### config.mk
export PLATFORM = sky130hd
export DESIGN_NAME = timer_driven_uart_8n1_core_flat
export DESIGN_NICKNAME = d
export VERILOG_FILES = /design/src/hw/rtl/tdu_pkg.sv /design/src/hw/rtl/tdu_tick_if.sv /design/src/hw/rtl/tdu_result_if.sv /design/src/hw/rtl/timer_driven_uart_8n1_core.sv /design/src/hw/rtl/tdu_tick_fifo.sv /design/src/hw/rtl/tdu_tx.sv /design/src/hw/rtl/tdu_rx.sv /design/src/flat_wrapper.sv
export SDC_FILE = /design/constraint.sdc
export NUM_CORES = 1
export LEC_CHECK = 0
export ABC_CLOCK_PERIOD_IN_PS = 7120
export BUFFER_PORTS_ARGS = -buffer_cell sky130_fd_sc_hd__buf_4
export CORE_ASPECT_RATIO = 0.75
export CORE_MARGIN = 2
export CORE_UTILIZATION = 25
export CTS_CLUSTER_DIAMETER = 80
export DETAILED_ROUTE_END_ITERATION = 8
export PLACE_DENSITY_LB_ADDON = 0.1
export SETUP_SLACK_MARGIN = 0.2
export SLEW_MARGIN = 20
export SYNTH_ARGS = -nofsm -noshare
export SYNTH_HDL_FRONTEND = slang
export SYNTH_SLANG_ARGS = --single-unit
### constraint.sdc
create_clock -name clk -period 7.12 [get_ports clk]
set_clock_uncertainty 0.15 [all_clocks]
set_input_delay 1.424 -clock clk [delete_from_list [all_inputs] [get_ports clk]]
set_output_delay 1.424 -clock clk [all_outputs]
set_load 0.01 [all_outputs]
### src/hw/rtl/tdu_pkg.sv
package tdu_pkg;

	localparam int unsigned DATA_W = 8;
	localparam int unsigned PERIOD_W = 16;
	localparam int unsigned APB_DATA_W = 32;
	localparam int unsigned APB_ADDR_W = 3;

	localparam logic [3:0] FRAME_BITS = 4'd10;
	localparam logic [3:0] DATA_BITS = 4'd8;

	localparam logic [PERIOD_W-1:0] BIT_PERIOD_RST = 16'd1666;
	localparam logic [PERIOD_W-1:0] HALF_BIT_PERIOD_RST = 16'd833;

	typedef enum logic {
		REG_BIT_PERIOD = 1'b0,
		REG_HALF_BIT_PERIOD = 1'b1
	} tdu_reg_t;

	typedef struct packed {
		logic send_request;
		logic [DATA_W-1:0] send_data;
		logic line_in;
	} tdu_tick_t;

	typedef struct packed {
		logic line_out;
		logic send_busy;
	} tdu_tx_out_t;

	typedef struct packed {
		logic received_valid;
		logic [DATA_W-1:0] received_data;
	} tdu_rx_out_t;

endpackage

### src/hw/rtl/tdu_tick_if.sv
interface tdu_tick_if;
	logic valid;
	logic ready;
	logic send_request;
	logic [tdu_pkg::DATA_W-1:0] send_data;
	logic line_in;

	modport source (output valid, output send_request, output send_data, output line_in,
		input ready);
	modport sink (input valid, input send_request, input send_data, input line_in,
		output ready);
endinterface

### src/hw/rtl/tdu_result_if.sv
interface tdu_result_if;
	logic valid;
	logic ready;
	logic line_out;
	logic send_busy;
	logic received_valid;
	logic [tdu_pkg::DATA_W-1:0] received_data;

	modport source (output valid, output line_out, output send_busy, output received_valid,
		output received_data, input ready);
	modport sink (input valid, input line_out, input send_busy, input received_valid,
		input received_data, output ready);
endinterface

### src/hw/rtl/timer_driven_uart_8n1_core.sv
// channel   dir   handshake     payload
// tick      in    valid/ready   send_request, send_data[7:0], line_in
// res       out   valid/ready   line_out, send_busy, received_valid, received_data[7:0]
// apb       in    psel/penable  paddr[2:0], pwdata[31:0] -> prdata[31:0], pready high
//
// one tick per clock unless the queue is full: a two-entry queue feeds the transmit
// and receive engines, which step once per tick into a single result register
// a tick passes through a queue entry, then the result register; stalls can intervene
// arst_n clears queue, engines and result valid; periods return to 1666 and 833
// a stalled result stops the engines; the queue keeps taking ticks until full
module timer_driven_uart_8n1_core #(
	parameter int unsigned TIMER_WIDTH = 16
) (
	input  logic                                clk,
	input  logic                                arst_n,
	tdu_tick_if.sink                            tick,
	tdu_result_if.source                        res,
	input  logic                                psel,
	input  logic                                penable,
	input  logic                                pwrite,
	input  logic [tdu_pkg::APB_ADDR_W-1:0]      paddr,
	input  logic [tdu_pkg::APB_DATA_W-1:0]      pwdata,
	output logic [tdu_pkg::APB_DATA_W-1:0]      prdata,
	output logic                                pready
);

	logic [tdu_pkg::PERIOD_W-1:0] bit_period_q;
	logic [tdu_pkg::PERIOD_W-1:0] half_bit_period_q;
	tdu_pkg::tdu_reg_t reg_sel;

	tdu_pkg::tdu_tick_t tick_req;
	tdu_pkg::tdu_tick_t head;
	logic fifo_full;
	logic fifo_not_empty;
	logic advance;

	tdu_pkg::tdu_tx_out_t tx_nxt;
	tdu_pkg::tdu_rx_out_t rx_nxt;
	tdu_pkg::tdu_tx_out_t tx_q;
	tdu_pkg::tdu_rx_out_t rx_q;
	logic res_valid_q;

	// register access
	assign pready = 1'b1;
	assign reg_sel = tdu_pkg::tdu_reg_t'(paddr[2]);

	always_comb begin
		case (reg_sel)
			tdu_pkg::REG_BIT_PERIOD: prdata = {16'd0, bit_period_q};
			tdu_pkg::REG_HALF_BIT_PERIOD: prdata = {16'd0, half_bit_period_q};
			default: prdata = '0;
		endcase
	end

	always_ff @(posedge clk or negedge arst_n) begin
		if (!arst_n) begin
			bit_period_q <= tdu_pkg::BIT_PERIOD_RST;
			half_bit_period_q <= tdu_pkg::HALF_BIT_PERIOD_RST;
		end else if (psel && penable && pwrite && pready) begin
			case (reg_sel)
				tdu_pkg::REG_BIT_PERIOD: bit_period_q <= pwdata[tdu_pkg::PERIOD_W-1:0];
				tdu_pkg::REG_HALF_BIT_PERIOD:
					half_bit_period_q <= pwdata[tdu_pkg::PERIOD_W-1:0];
				default: ;
			endcase
		end
	end

	// front: tick queue
	assign tick_req.send_request = tick.send_request;
	assign tick_req.send_data = tick.send_data;
	assign tick_req.line_in = tick.line_in;
	assign tick.ready = !fifo_full;

	tdu_tick_fifo u_fifo (
		.clk       (clk),
		.arst_n    (arst_n),
		.push      (tick.valid),
		.push_data (tick_req),
		.full      (fifo_full),
		.pop       (advance),
		.not_empty (fifo_not_empty),
		.pop_data  (head)
	);

	// back: engines step when the queue holds a tick and the result slot is free or draining
	assign advance = fifo_not_empty && (!res_valid_q || res.ready);

	tdu_tx #(.TIMER_WIDTH(TIMER_WIDTH)) u_tx (
		.clk        (clk),
		.arst_n     (arst_n),
		.en         (advance),
		.req        (head.send_request),
		.data       (head.send_data),
		.bit_period (bit_period_q),
		.status_nxt (tx_nxt)
	);

	tdu_rx #(.TIMER_WIDTH(TIMER_WIDTH)) u_rx (
		.clk             (clk),
		.arst_n          (arst_n),
		.en              (advance),
		.line_in         (head.line_in),
		.bit_period      (bit_period_q),
		.half_bit_period (half_bit_period_q),
		.status_nxt      (rx_nxt)
	);

	always_ff @(posedge clk) begin
		if (advance) begin
			tx_q <= tx_nxt;
			rx_q <= rx_nxt;
		end
	end

	always_ff @(posedge clk or negedge arst_n) begin
		if (!arst_n) begin
			res_valid_q <= 1'b0;
		end else if (advance) begin
			res_valid_q <= 1'b1;
		end else if (res.ready) begin
			res_valid_q <= 1'b0;
		end
	end

	assign res.valid = res_valid_q;
	assign res.line_out = tx_q.line_out;
	assign res.send_busy = tx_q.send_busy;
	assign res.received_valid = rx_q.received_valid;
	assign res.received_data = rx_q.received_data;

endmodule

### src/hw/rtl/tdu_tick_fifo.sv
module tdu_tick_fifo (
	input  logic              clk,
	input  logic              arst_n,
	input  logic              push,
	input  tdu_pkg::tdu_tick_t push_data,
	output logic              full,
	input  logic              pop,
	output logic              not_empty,
	output tdu_pkg::tdu_tick_t pop_data
);

	tdu_pkg::tdu_tick_t entry_q [2];
	logic wr_ptr_q;
	logic rd_ptr_q;
	logic [1:0] count_q;

	assign full = (count_q == 2'd2);
	assign not_empty = (count_q != 2'd0);
	assign pop_data = entry_q[rd_ptr_q];

	always_ff @(posedge clk) begin
		if (push && !full) begin
			entry_q[wr_ptr_q] <= push_data;
		end
	end

	always_ff @(posedge clk or negedge arst_n) begin
		if (!arst_n) begin
			wr_ptr_q <= 1'b0;
			rd_ptr_q <= 1'b0;
			count_q <= 2'd0;
		end else begin
			if (push && !full) begin
				wr_ptr_q <= ~wr_ptr_q;
			end
			if (pop && not_empty) begin
				rd_ptr_q <= ~rd_ptr_q;
			end
			count_q <= count_q + 2'((push && !full) ? 1 : 0) - 2'((pop && not_empty) ? 1 : 0);
		end
	end

endmodule

### src/hw/rtl/tdu_tx.sv
module tdu_tx #(
	parameter int unsigned TIMER_WIDTH = 16
) (
	input  logic                           clk,
	input  logic                           arst_n,
	input  logic                           en,
	input  logic                           req,
	input  logic [tdu_pkg::DATA_W-1:0]     data,
	input  logic [tdu_pkg::PERIOD_W-1:0]   bit_period,
	output tdu_pkg::tdu_tx_out_t           status_nxt
);

	logic [9:0] shift_q, shift_d;
	logic [3:0] bits_left_q, bits_left_d;
	logic [TIMER_WIDTH-1:0] timer_q, timer_d;
	logic active_q, active_d;
	logic line_q, line_d;
	logic [31:0] period_ext;
	logic [TIMER_WIDTH-1:0] reload;

	assign period_ext = {16'd0, bit_period};
	assign reload = period_ext[TIMER_WIDTH-1:0];

	always_comb begin
		shift_d = shift_q;
		bits_left_d = bits_left_q;
		timer_d = timer_q;
		active_d = active_q;
		line_d = line_q;
		if (!active_q) begin
			if (req) begin
				shift_d = {1'b1, data, 1'b0};
				bits_left_d = tdu_pkg::FRAME_BITS;
				timer_d = reload;
				active_d = 1'b1;
			end
		end else if (timer_q <= TIMER_WIDTH'(1)) begin
			timer_d = reload;
			if (bits_left_q == 4'd0) begin
				line_d = 1'b1;
				active_d = 1'b0;
				bits_left_d = tdu_pkg::FRAME_BITS;
			end else begin
				if (bits_left_q >= tdu_pkg::FRAME_BITS) begin
					line_d = 1'b1;
				end else begin
					line_d = shift_q[0];
					shift_d = {1'b0, shift_q[9:1]};
				end
				bits_left_d = bits_left_q - 4'd1;
			end
		end else begin
			timer_d = timer_q - TIMER_WIDTH'(1);
		end
	end

	assign status_nxt.line_out = line_d;
	assign status_nxt.send_busy = active_d;

	always_ff @(posedge clk or negedge arst_n) begin
		if (!arst_n) begin
			shift_q <= '0;
			bits_left_q <= tdu_pkg::FRAME_BITS;
			timer_q <= '0;
			active_q <= 1'b0;
			line_q <= 1'b1;
		end else if (en) begin
			shift_q <= shift_d;
			bits_left_q <= bits_left_d;
			timer_q <= timer_d;
			active_q <= active_d;
			line_q <= line_d;
		end
	end

endmodule

### src/hw/rtl/tdu_rx.sv
module tdu_rx #(
	parameter int unsigned TIMER_WIDTH = 16
) (
	input  logic                           clk,
	input  logic                           arst_n,
	input  logic                           en,
	input  logic                           line_in,
	input  logic [tdu_pkg::PERIOD_W-1:0]   bit_period,
	input  logic [tdu_pkg::PERIOD_W-1:0]   half_bit_period,
	output tdu_pkg::tdu_rx_out_t           status_nxt
);

	logic hunting_q, hunting_d;
	logic [7:0] shift_q, shift_d;
	logic [3:0] bits_left_q, bits_left_d;
	logic [TIMER_WIDTH:0] timer_q, timer_d;
	logic prev_q;
	logic [7:0] holding_q, holding_d;
	logic done;
	logic [32:0] period_ext;
	logic [32:0] first_ext;

	assign period_ext = {17'd0, bit_period};
	assign first_ext = {17'd0, bit_period} + {17'd0, half_bit_period};

	always_comb begin
		hunting_d = hunting_q;
		shift_d = shift_q;
		bits_left_d = bits_left_q;
		timer_d = timer_q;
		holding_d = holding_q;
		done = 1'b0;
		if (hunting_q) begin
			if (prev_q && !line_in) begin
				hunting_d = 1'b0;
				bits_left_d = tdu_pkg::DATA_BITS;
				timer_d = first_ext[TIMER_WIDTH:0];
			end
		end else if (timer_q <= (TIMER_WIDTH+1)'(1)) begin
			shift_d = {line_in, shift_q[7:1]};
			if (bits_left_q <= 4'd1) begin
				holding_d = shift_d;
				bits_left_d = tdu_pkg::DATA_BITS;
				hunting_d = 1'b1;
				done = 1'b1;
			end else begin
				bits_left_d = bits_left_q - 4'd1;
				timer_d = period_ext[TIMER_WIDTH:0];
			end
		end else begin
			timer_d = timer_q - (TIMER_WIDTH+1)'(1);
		end
	end

	assign status_nxt.received_valid = done;
	assign status_nxt.received_data = holding_d;

	always_ff @(posedge clk or negedge arst_n) begin
		if (!arst_n) begin
			hunting_q <= 1'b1;
			shift_q <= '0;
			bits_left_q <= tdu_pkg::DATA_BITS;
			timer_q <= '0;
			prev_q <= 1'b1;
			holding_q <= '0;
		end else if (en) begin
			hunting_q <= hunting_d;
			shift_q <= shift_d;
			bits_left_q <= bits_left_d;
			timer_q <= timer_d;
			prev_q <= line_in;
			holding_q <= holding_d;
		end
	end

endmodule

### src/flat_wrapper.sv
// flat-port wrapper written by rule: the top's interface ports become plain ports
module timer_driven_uart_8n1_core_flat 
#(
	parameter int unsigned TIMER_WIDTH = 16
)
  (clk, arst_n, psel, penable, pwrite, paddr, pwdata, prdata, pready, tick_valid, tick_send_request, tick_send_data, tick_line_in, tick_ready, res_valid, res_line_out, res_send_busy, res_received_valid, res_received_data, res_ready);
  tdu_tick_if tick_i ();
  tdu_result_if res_i ();
  input  logic clk;
  input  logic arst_n;
  input  logic psel;
  input  logic penable;
  input  logic pwrite;
  input  logic [tdu_pkg::APB_ADDR_W-1:0] paddr;
  input  logic [tdu_pkg::APB_DATA_W-1:0] pwdata;
  output logic [tdu_pkg::APB_DATA_W-1:0] prdata;
  output logic pready;
  input wire logic [$bits(tick_i.valid)-1:0] tick_valid;
  input wire logic [$bits(tick_i.send_request)-1:0] tick_send_request;
  input wire logic [$bits(tick_i.send_data)-1:0] tick_send_data;
  input wire logic [$bits(tick_i.line_in)-1:0] tick_line_in;
  output wire logic [$bits(tick_i.ready)-1:0] tick_ready;
  output wire logic [$bits(res_i.valid)-1:0] res_valid;
  output wire logic [$bits(res_i.line_out)-1:0] res_line_out;
  output wire logic [$bits(res_i.send_busy)-1:0] res_send_busy;
  output wire logic [$bits(res_i.received_valid)-1:0] res_received_valid;
  output wire logic [$bits(res_i.received_data)-1:0] res_received_data;
  input wire logic [$bits(res_i.ready)-1:0] res_ready;
  assign tick_i.valid = tick_valid;
  assign tick_i.send_request = tick_send_request;
  assign tick_i.send_data = tick_send_data;
  assign tick_i.line_in = tick_line_in;
  assign tick_ready = tick_i.ready;
  assign res_valid = res_i.valid;
  assign res_line_out = res_i.line_out;
  assign res_send_busy = res_i.send_busy;
  assign res_received_valid = res_i.received_valid;
  assign res_received_data = res_i.received_data;
  assign res_i.ready = res_ready;
  timer_driven_uart_8n1_core #(.TIMER_WIDTH(TIMER_WIDTH)) u_core (.clk(clk), .arst_n(arst_n), .tick(tick_i), .res(res_i), .psel(psel), .penable(penable), .pwrite(pwrite), .paddr(paddr), .pwdata(pwdata), .prdata(prdata), .pready(pready));
endmodule
==> results of run 1 <==
[power breakdown]
group / internal, mW / switching, mW / leakage [nW]
registers: 1.06 / 0.272 / 1.59
logic: 0.515 / 0.674 / 1.91
clock network: 0.588 / 0.360 / 0.295
total: 2.16 / 1.31 / 3.80
[cell families after synthesis]
kind of cell | count (synthesis)
buffers and inverters | 71
adders and majority gates | 28
AOI/OAI and AO/OA | 183
DFF | 138
and+or+nand+nor | 202
muxes | 87
xor gates and xnor gates | 21
other | 2
[routing by layer]
layer,vias to the layer above,global-route usage
met5,-,0
met4,0,0.0387
met3,25,0.0306
met1,2854,0.188
met2,98,0.203
li1,2791,-
[final cells by class]
cell class	count	area [µm²]	share of cell area
clock inverter	14	195	0.0215
clock buffer	18	429	0.0472
inverter	23	86.3	0.00949
antenna	3	7.51	0.000826
timing repair buffer	70	526	0.0578
sequential	138	3630	0.399
tap	399	499	0.0549
multi-input combinational	538	3720	0.410
[layout by cell type (no fill, tap or decap), drive strengths merged, types with 9 or more instances in the layout]
cell type / n
a21oi: 48
nor3: 27
dfrtp: 93
clkbuf: 18
buf: 70
nor2: 53
nand3: 10
xnor2: 15
edfxtp: 31
nor4: 9
or3: 9
a31oi: 10
inv: 25
ha: 27
mux2i: 14
dfstp: 14
o21ai: 66
conb: 17
nand4: 12
nand2: 55
mux2: 73
[path summary, 6_finish.rpt]
path / from / end / slack [ns] / cells after the start
max in group asynchronous: arst_n / u_core.u_rx.holding_q[0]$_DFFE_PN0P_ / 4.64 / 2
setup / recovery: paddr[2] / prdata[13] / 3.29 / 3
hold reg to reg: u_core.u_tx.shift_q[1]$_DFFE_PN0P_ / u_core.u_tx.shift_q[1]$_DFFE_PN0P_ / 0.33 / 2
setup reg to reg: u_core.u_tx.timer_q[10]$_DFFE_PN0P_ / u_core.u_tx.shift_q[4]$_DFFE_PN0P_ / 4.02 / 6
hold / removal: u_core.u_tx.shift_q[1]$_DFFE_PN0P_ / u_core.u_tx.shift_q[1]$_DFFE_PN0P_ / 0.33 / 2
min in group asynchronous: arst_n / u_core.bit_period_q[6]$_DFFE_PN0P_ / 0.85 / 1
[through the flow]
step | hold slack, ns | total power, mW
2_1_floorplan | 0.292 | 2.11
4_1_cts | 0.338 | 3.50
6_report | 0.330 | 3.47
5_1_grt | 0.364 | 3.72
3_5_place_dp | 0.323 | 2.53
3_3_place_gp | 0.313 | 2.51
[registers in the layout, summed over array words and instances (netlist names)]
signal	cells
u_core.u_tx.active_q	1
u_core.u_tx.line_q	1
u_core.u_rx.shift_q	7
u_core.u_rx.prev_q	1
u_core.res.received_valid	1
u_core.u_tx.shift_q	10
u_core.u_fifo.entry_q	20
u_core.res.received_data	8
u_core.u_fifo.rd_ptr_q	1
u_core.res.line_out	1
u_core.u_tx.timer_q	16
u_core.u_rx.holding_q	8
u_core.u_rx.bits_left_q	4
u_core.bit_period_q	16
u_core.half_bit_period_q	16
u_core.u_rx.hunting_q	1
u_core.res.send_busy	1
u_core.res.valid	1
u_core.u_fifo.wr_ptr_q	1
u_core.u_fifo.count_q	2
u_core.u_tx.bits_left_q	4
u_core.u_rx.timer_q	17
[worst max-delay path, delay by kind of cell]
kind / cells / cell delay, ns
buffers and inverters: 2 / 0.41
muxes: 1 / 0.41
==> qor.yml, run 1 <==
run_status: "complete, no violations"
synth_xor_area_frac: 0.0241
crit_path_end_kind: "primary output"
wl_per_cell_um: 17.1
via_count: 5768
dp_slack_ns: 3.27
synth_area_leaders: "dfrtp_1 (31%), edfxtp_1 (12%), mux2_2 (9.0%)"
cpPeakStageDelay_ns: 0.41
hold_path.class: "register to register"
setup-violations-final: 0
maxSlewHeadroom: 0.375
design.die.area_mm2: 0.0319
postCtsSetupRepairBufs: 0
max_clock_freq_ghz: 0.261
routabilityCongestion: 0.816
die_h_um: 155
top_layer_used: "met4"
die_width_um: 206
synthFlopType: "dfrtp_1"
ctsHoldBuffers: 0
yosysSeqAreaShare: 0.475
grt_pass1_wl_um: 32700
ant_nets: 0
leakage_nw: 3.80
cts_made_buffers: 17
yosysTopAreaCell: "dfrtp_1"
rows: 55
cts_tree: "built"
clock_latency_ns: 0.43
crit_type: "input pin to primary output"
synthesis.instances: 732
path_common_cell: "buf_4"
first_iter_violations: 382
finalSetupTns_ns: 0
yosys.area_share.simple: 0.131
clk_path_buf_depth: 2
fin_nets: 868
power_density_mw_per_mm2: 381
overflow: 0
drive_gt1_frac: 0.240
ys_async_sr_fraction: 0.775
final.min_clock_period_ns: 3.83
drt-met1-wl_um: 10400
synth_top_family_by_area: "compound AO/OA/AOI/OAI gates"
fin_util: 0.302
path_max_fanout: 19
cts_max_level: 4
slew_violations: 0
drt-pass1-iter-count: 7
required_ns: 5.55
ir_drop_uv: 173
ios: 98
vias_per_cell: 4.79
ys_ff_latch: 138
instances_no_fill: 1203
routed_wirelength_um: 20600
cts-root-buf: "clkbuf_16"
path_cells: "buf_4 > mux2_2 > buf_4"
first_global_vias: 5727
syn_avg_cell_area_um2: 10.4
arrival_ns: 2.26
antenna_found_initial: 1
synthDistinctLibCells: 67
synth.top_cells.by_count: "dfrtp_1 (93), mux2_2 (61), nand2_1 (55), nor2_1 (53), o21ai_0 (52)"
area_delta_synth_final_pct: 19.2
met2_length_um: 9180
worst_slew_pin_slew_ns: 0.934
final_cell_area_mm2: 0.00909
drc: 0
period_share: 0.538
setup_slack_ns: 3.29
synthAdderAreaFrac: 0.0469
synth_compound_area_frac: 0.147
cts.sinks: 138
initial_utilization: 0.254
fillers: 3086
synth_most_common_cell: "dfrtp_1"
coreArea_mm2: 0.0301
cp_slowest_cell: "mux2_2"
synth_edf_count: 31
hold_viol: 0
dp.cells: 1168
cp-start-kind: "input pin"
ctsResizeCount: 0
synth_mux_area_frac: 0.130
ys_warn_count: 0
cap_violations: 0
synth_area_mm2: 0.00763
clkTransAtPathRegs_ns: 0.06
grt_usage: 0.133
portBuffers: 62
hpwl_um: 14700
grt_max_degree: 67
rsz0062_at_grt: "false"
placed_area_mm2: 0.00845
yosysTopAreaCellShare: 0.305
dr_wl_met3_um: 685
(Power assumes the default switching activity.)
==> run 2: changes to the inputs <==
--- a/config.mk
+++ b/config.mk
@@ -5,7 +5,8 @@
 export SDC_FILE = /design/constraint.sdc
 export NUM_CORES = 1
 export LEC_CHECK = 0
-export ABC_CLOCK_PERIOD_IN_PS = 7120
+export ABC_AREA = 1
+export ABC_CLOCK_PERIOD_IN_PS = 3450
 export BUFFER_PORTS_ARGS = -buffer_cell sky130_fd_sc_hd__buf_4
 export CORE_ASPECT_RATIO = 0.75
 export CORE_MARGIN = 2
==> constraint.sdc (replaced) <==
create_clock -name clk -period 3.45 [get_ports clk]
set_clock_uncertainty 0.15 [all_clocks]
set_input_delay 0.69 -clock clk [delete_from_list [all_inputs] [get_ports clk]]
set_output_delay 0.69 -clock clk [all_outputs]
set_load 0.01 [all_outputs]
==> qor.yml, run 2 <==
max_clock_freq_ghz: 0.398
cts_max_level: 4  # unchanged
hpwl_um: 16600  # +13%
setup-violations-final: 0  # unchanged
top_register: "u_core.u_fifo.entry_q"
crit_path_end_kind: "register"
rsz0062_at_grt: "false"
drive_gt1_frac: 0.121  # -0.119
ant_nets: 0  # unchanged
postCtsSetupRepairBufs: 0  # unchanged
vias_per_cell: 4.20  # -12%
hold_viol: 0  # unchanged
synth_most_common_cell: "nand2_1"
drc: 0  # unchanged
ctsResizeCount: 0  # unchanged
synth_area_leaders: "dfrtp_1 (29%), nand2_1 (17%), edfxtp_1 (11%)"
overflow: 0  # unchanged
synthDistinctLibCells: 42  # -37%
yosysTopAreaCell: "dfrtp_1"
clk_path_buf_depth: 2  # unchanged
coreArea_mm2: 0.0322  # +7.0%
total_power_mw: 8.12  # +130%
routabilityCongestion: 0.850  # +4.1%
arrival_ns: 2.67  # +0.41 ns
hold_path.class: "input pin to asynchronous set/reset pin"
design.die.area_mm2: 0.0339  # +6.1%
portBuffers: 62  # unchanged
path_max_fanout: 19  # unchanged
period_share: 0.728
top_regs: "u_core.u_fifo.entry_q (20), u_core.u_rx.timer_q (17)"
largest_register_ffs: 20  # unchanged
cap_violations: 0  # unchanged
crit_type: "register to register"
die_h_um: 160  # +3.0%
yosysTopAreaCellShare: 0.287  # -0.0179
clkTransAtPathRegs_ns: 0.07  # about the same
antenna_cells: 0  # -3
rows: 57  # +3.6%
fin_nets: 1220  # +41%
via_count: 6704  # +16%
ir_drop_uv: 340  # +97%
cp-start-kind: "register"
syn_avg_cell_area_um2: 7.50  # -28%
synth_area_mm2: 0.00811  # +6.2%
finalSetupTns_ns: 0  # unchanged
synth.top_cells.by_count: "nand2_1 (377), inv_1 (126), nand3_1 (95), dfrtp_1 (93), o21ai_0 (92)"
first_global_vias: 6643  # +16%
power_density_mw_per_mm2: 839  # +120%
antenna_found_initial: 0  # -1
synth_edf_count: 31  # unchanged
wl_per_cell_um: 14.0  # -18%
fin_hold_ws_ns: 0.0313  # -0.299 ns
ys_ff_latch: 138  # unchanged
yosysSeqAreaShare: 0.447  # -0.0279
worst_slew_pin_slew_ns: 0.966  # +0.0319 ns
routed_wirelength_um: 22400  # +8.8%
leakage_nw: 4.87  # +28%
final_common_cell: "nand2_1"
cts_tree: "built"
grt_usage: 0.140  # +0.00706
clock_latency_ns: 0.42  # about the same
synthFlopType: "dfrtp_1"
layout_common_cells: "nand2_1 (377), inv_1 (126), nand3_1 (95)"
final.min_clock_period_ns: 2.51
ys_async_sr_fraction: 0.775  # unchanged
ios: 98  # unchanged
maxSlewHeadroom: 0.356  # -0.0190
ys_warn_count: 0  # unchanged
cts.sinks: 138  # unchanged
area_delta_synth_final_pct: 19.3
first_iter_violations: 381  # -0.26%
ctsHoldBuffers: 0  # unchanged
drt-pass1-iter-count: 4  # -3
synthesis.instances: 1081  # +48%
cts_made_buffers: 17  # unchanged
required_ns: 3.61  # -1.94 ns
cts-root-buf: "clkbuf_16"
grt_max_degree: 60  # -10%
run_status: "complete, no violations"
die_width_um: 212  # +3.0%
grt_pass1_wl_um: 37100  # +13%
initial_utilization: 0.252  # -0.00168
slew_violations: 0  # unchanged
## run 2: cell count changes in the layout (fill, tap and decap cells not counted), sizes merged, moves of 18 or more
cell | before | now
nor3 | 27 | 9
inv | 25 | 130
a21oi | 48 | 23
nand2 | 55 | 384
o21ai | 66 | 93
nand3 | 10 | 95
mux2 | 73 | 0
## run 2: cells by family after synthesis
group	share of synthesized area
flip-flops	0.447
buffers and inverters	0.0921
XOR/XNOR	0.0205
adder cells (fa/ha/maj)	0.0441
AND/OR/NAND/NOR	0.312
other	0.000926
AO/OA/AOI/OAI	0.0830
## run 2: per-stage QoR
step                area, µm²  setup slack (ns)   util  std cells
floorplan                8160              1.03      -       1096
global placement         9020             0.878  0.280       1563
detailed placement       9020             0.878  0.280       1563
CTS                      9670             0.894  0.301       1595
global route             9670             0.663  0.301       1595
finish                   9670             0.940  0.301       1595
## run 2: worst max-delay path, stage by stage, from the launching register on
cell and delay [ns]:
dfrtp_1 0.46, nor2_2 0.19, nand2_1 0.11, nor2_2 0.14, nand2_2 0.08, nand2_4 0.13
nand2_4 0.16, nor2_8 0.29, nand2_4 0.20, nand2_8 0.18, inv_4 0.11, nand2_1 0.13
nand2_1 0.06
## run 2: routing by layer
layer / share of wire / GRT usage
met5: 0 / 0
met4: 0.012 / 0.0330
met3: 0.021 / 0.0262
met2: 0.41 / 0.202
met1: 0.56 / 0.214
## run 2: path summary, 6_finish.rpt
path,from,end,slack (ns),depth (start not counted)
max in group asynchronous,arst_n,u_core.u_tx.bits_left_q[3]$_DFFE_PN1P_,2.39,2
worst min register to register,u_core.u_tx.bits_left_q[3]$_DFFE_PN1P_,u_core.u_tx.bits_left_q[3]$_DFFE_PN1P_,0.31,2
min in group clk,tick_line_in,u_core.u_fifo.entry_q[0][0]$_DFFE_PP_,0.31,1
worst max-delay path,u_core.u_rx.timer_q[8]$_DFFE_PN0P_,u_core.u_rx.timer_q[9]$_DFFE_PN0P_,0.94,12
worst min-delay path,arst_n,u_core.bit_period_q[12]$_DFFE_PN0P_,0.03,1
worst max register to register,u_core.u_rx.timer_q[8]$_DFFE_PN0P_,u_core.u_rx.timer_q[9]$_DFFE_PN0P_,0.94,12
## run 2: report_power, final
| part | total, mW | switching (mW) | internal (mW) |
|---|---|---|---|
| combinational | 3.31 | 2.14 | 1.18 |
| sequential | 2.74 | 0.472 | 2.27 |
| clock | 2.06 | 0.745 | 1.32 |
| total | 8.12 | 3.35 | 4.76 |
## run 2: layout make-up
type,count,area (µm²)
fillers,3532,22500
multi-input cells,781,3790
flip-flops and latches,138,3630
repair buffers,73,561
well taps,442,553
clock buffers,23,499
inverters,129,487
clock inverters,9,159
==> run 3: changes to the inputs <==
--- a/config.mk
+++ b/config.mk
@@ -6,7 +6,7 @@
 export NUM_CORES = 1
 export LEC_CHECK = 0
 export ABC_AREA = 1
-export ABC_CLOCK_PERIOD_IN_PS = 3450
+export ABC_CLOCK_PERIOD_IN_PS = 2200
 export BUFFER_PORTS_ARGS = -buffer_cell sky130_fd_sc_hd__buf_4
 export CORE_ASPECT_RATIO = 0.75
 export CORE_MARGIN = 2
==> constraint.sdc (replaced) <==
create_clock -name clk -period 2.2 [get_ports clk]
set_clock_uncertainty 0.15 [all_clocks]
set_input_delay 0.44 -clock clk [delete_from_list [all_inputs] [get_ports clk]]
set_output_delay 0.44 -clock clk [all_outputs]
set_load 0.01 [all_outputs]
==> qor.yml, run 3 (synthesized netlist as in run 2, its figures left out) <==
rows: 57  # unchanged
grt_max_degree: 88  # +47%
reg2reg_depth: 11  # -1
seq_power_share: 0.297  # -0.041
placed_area_mm2: 0.00938  # +4.0%
grt_pass1_wl_um: 38000  # +2.6%
power_switching_share: 0.417  # +0.00385
fin_nets: 1310  # +7.4%
power_switching_mw: 5.89  # +76%
slew_violations: 0  # unchanged
crit_start: "u_core.bit_period_q[0]$_DFFE_PN0P_"
crit_type: "register to register"
min_to: "u_core.u_fifo.entry_q[1][3]$_DFFE_PP_"
clk_path_buf_depth: 2  # unchanged
drt-pass1-iter-count: 6  # +2
initial_utilization: 0.252  # unchanged
layout_common_cells: "nand2_1 (356), buf_4 (138), inv_1 (114)"
finalSetupTns_ns: 0  # unchanged
cp_slowest_cell: "dfrtp_1"
routed_wirelength_um: 23700  # +6.0%
top_regs: "u_core.u_fifo.entry_q (20), u_core.u_rx.timer_q (17)"
final_common_cell: "nand2_1"
drc: 0  # unchanged
ff_latch_area_mm2: 0.00363  # +0.14%
wl_per_cell_um: 14.1  # +0.36%
ff2ff_setup_slack_ns: 0.14  # -0.80 ns
ios: 98  # unchanged
cts_made_buffers: 17  # unchanged
cts.sinks: 138  # unchanged
clock_power_share: 0.219  # -0.035
power_density_mw_per_mm2: 1300  # +55%
design.die.area_mm2: 0.0339  # unchanged
total_power_mw: 14.1  # +74%
die_width_um: 212  # unchanged
maxSlewHeadroom: 0.638  # +0.282
final_cell_area_mm2: 0.0109  # +12%
cpPeakStageDelay_ns: 0.41  # -0.05 ns
fin_hold_ws_ns: 0.0406  # +0.00923 ns
rsz0062_at_grt: "true"
cp_num_buf_inv: 0  # -1
ant_nets: 0  # unchanged
run_status: "complete, no violations"
hold_path.class: "input pin to register"
cts_tree: "built"
cts-root-buf: "clkbuf_16"
antenna_found_initial: 0  # unchanged
required_ns: 2.37  # -1.24 ns
period_share: 0.935  # +0.207
clock_latency_ns: 0.43  # about the same
max_clock_freq_ghz: 0.486  # +22%
cts_max_level: 4  # unchanged
vias_per_cell: 4.20  # -0.16%
coreArea_mm2: 0.0322  # unchanged
critPathTopFamily: "simple AND/OR/NAND/NOR gates"
overflow: 0  # unchanged
ir_drop_uv: 513  # +51%
hp-start: "tick_send_data[2]"
antenna_cells: 0  # unchanged
routabilityCongestion: 0.806  # -5.1%
path_cells: "ha_4 > fa_2 > nand2_4 > nand2_2 > nand3b_1 > nand2_2 > or2_4 > nand3_2 > nand3_2 > nand2_1 > nand2_1"
largest_register_ffs: 20  # unchanged
p_comb_frac: 0.484  # +0.076
drive_gt1_frac: 0.254  # +0.134
die_h_um: 160  # unchanged
portBuffers: 62  # unchanged
timing.rr.end: "u_core.u_rx.timer_q[6]$_DFFE_PN0P_"
cap_violations: 0  # unchanged
fillers: 3421  # -3.1%
grt_usage: 0.145  # +0.00438
hpwl_um: 17100  # +3.2%
path_max_fanout: 4  # -15
multiInputGateArea_mm2: 0.00421  # +11%
intPower_mw: 8.23  # +73%
first_global_vias: 6939  # +4.5%
final.min_clock_period_ns: 2.06  # -0.453 ns
hold_viol: 0  # unchanged
leakage_nw: 5.35  # +9.9%
fin_util: 0.338  # +0.0368
first_iter_violations: 453  # +19%
arrival_ns: 2.22  # -0.45 ns
reg2reg_from: "u_core.bit_period_q[0]$_DFFE_PN0P_"
cp-start-kind: "register"
area_delta_synth_final_pct: 33.9
via_count: 7071  # +5.5%
min_path_cells: 1
crit_path_end_kind: "register"
setup-violations-final: 0  # unchanged
top_register: "u_core.u_fifo.entry_q"
clkTransAtPathRegs_ns: 0.07  # about the same
worst_slew_pin_slew_ns: 0.543  # -0.423 ns
-- run 3: cell types whose count changed in the layout (fill, tap and decap cells not counted), moves of 10 or more --
cell | previous run | this run
nand2_2 | 3 | 19
buf_6 | 0 | 13
buf_4 | 72 | 138
o21ai_0 | 92 | 76
ha_1 | 27 | 17
inv_1 | 126 | 114
nand2_1 | 377 | 356
nand3_2 | 0 | 10
nand3_1 | 95 | 83
inv_2 | 1 | 11
-- run 3: timing repair --
item / 4_1_cts / 5_1_grt
buffers inserted: 13 / 23
pin swaps: 3 / 26
cloned: 2 / 3
endpoints found under the setup margin: 50 / 89
endpoints found under the hold margin: 93 / 0
hold buffers: 1 / 0
gates resized for setup: 38 / 109
-- run 3: worst max path at each step --
stage	endpoint	cells after the start
after floorplan	u_core.res.received_data[6]$_DFFE_PP_	10
after global placement	u_core.u_rx.timer_q[16]$_DFFE_PN0P_	12
after detailed placement	u_core.u_rx.timer_q[16]$_DFFE_PN0P_	12
after CTS	prdata[9]	4
after global routing	u_core.u_rx.timer_q[14]$_DFFE_PN0P_	12
final	u_core.u_rx.timer_q[6]$_DFFE_PN0P_	11
-- run 3: final cells by class --
class	instances	area share
timing repair inverter	2	0.00161
multi-input combinational	783	0.387
sequential	138	0.334
tap	442	0.0509
clock inverter	13	0.0151
inverter	129	0.0466
timing repair buffer	159	0.121
clock buffer	19	0.0428
-- run 3: through the flow --
step / setup slack, ns / instances
final: 0.143 / 1685
after detailed placement: 0.0242 / 1611
after CTS: 0.104 / 1659
after global routing: 0.0358 / 1685
after floorplan: 0.206 / 1096
after global placement: 0.0305 / 1611
-- run 3: power groups by stage --
stage,combinational [mW],sequential (mW),clock (mW)
after floorplan,3.87,4.08,0
after global routing,7.75,4.30,3.30
after CTS,6.19,4.17,3.21
after detailed placement,5.96,4.18,0
final,6.83,4.19,3.10
after global placement,5.97,4.19,0
-- run 3: worst reg2reg max path, stage by stage (launching register included) --
cell	delay [ns]
dfrtp_1	0.41
ha_4	0.18
fa_2	0.38
nand2_4	0.10
nand2_2	0.05
nand3b_1	0.11
nand2_2	0.10
or2_4	0.25
nand3_2	0.06
nand3_2	0.05
nand2_1	0.06
nand2_1	0.04
-- run 3: routing by layer --
layer	GRT usage	wire [µm]	vias to the layer above
met5	0	0	-
met4	0.0355	215	0
met3	0.0277	656	15
met2	0.208	9930	74
met1	0.220	12900	3262
li1	-	-	3720
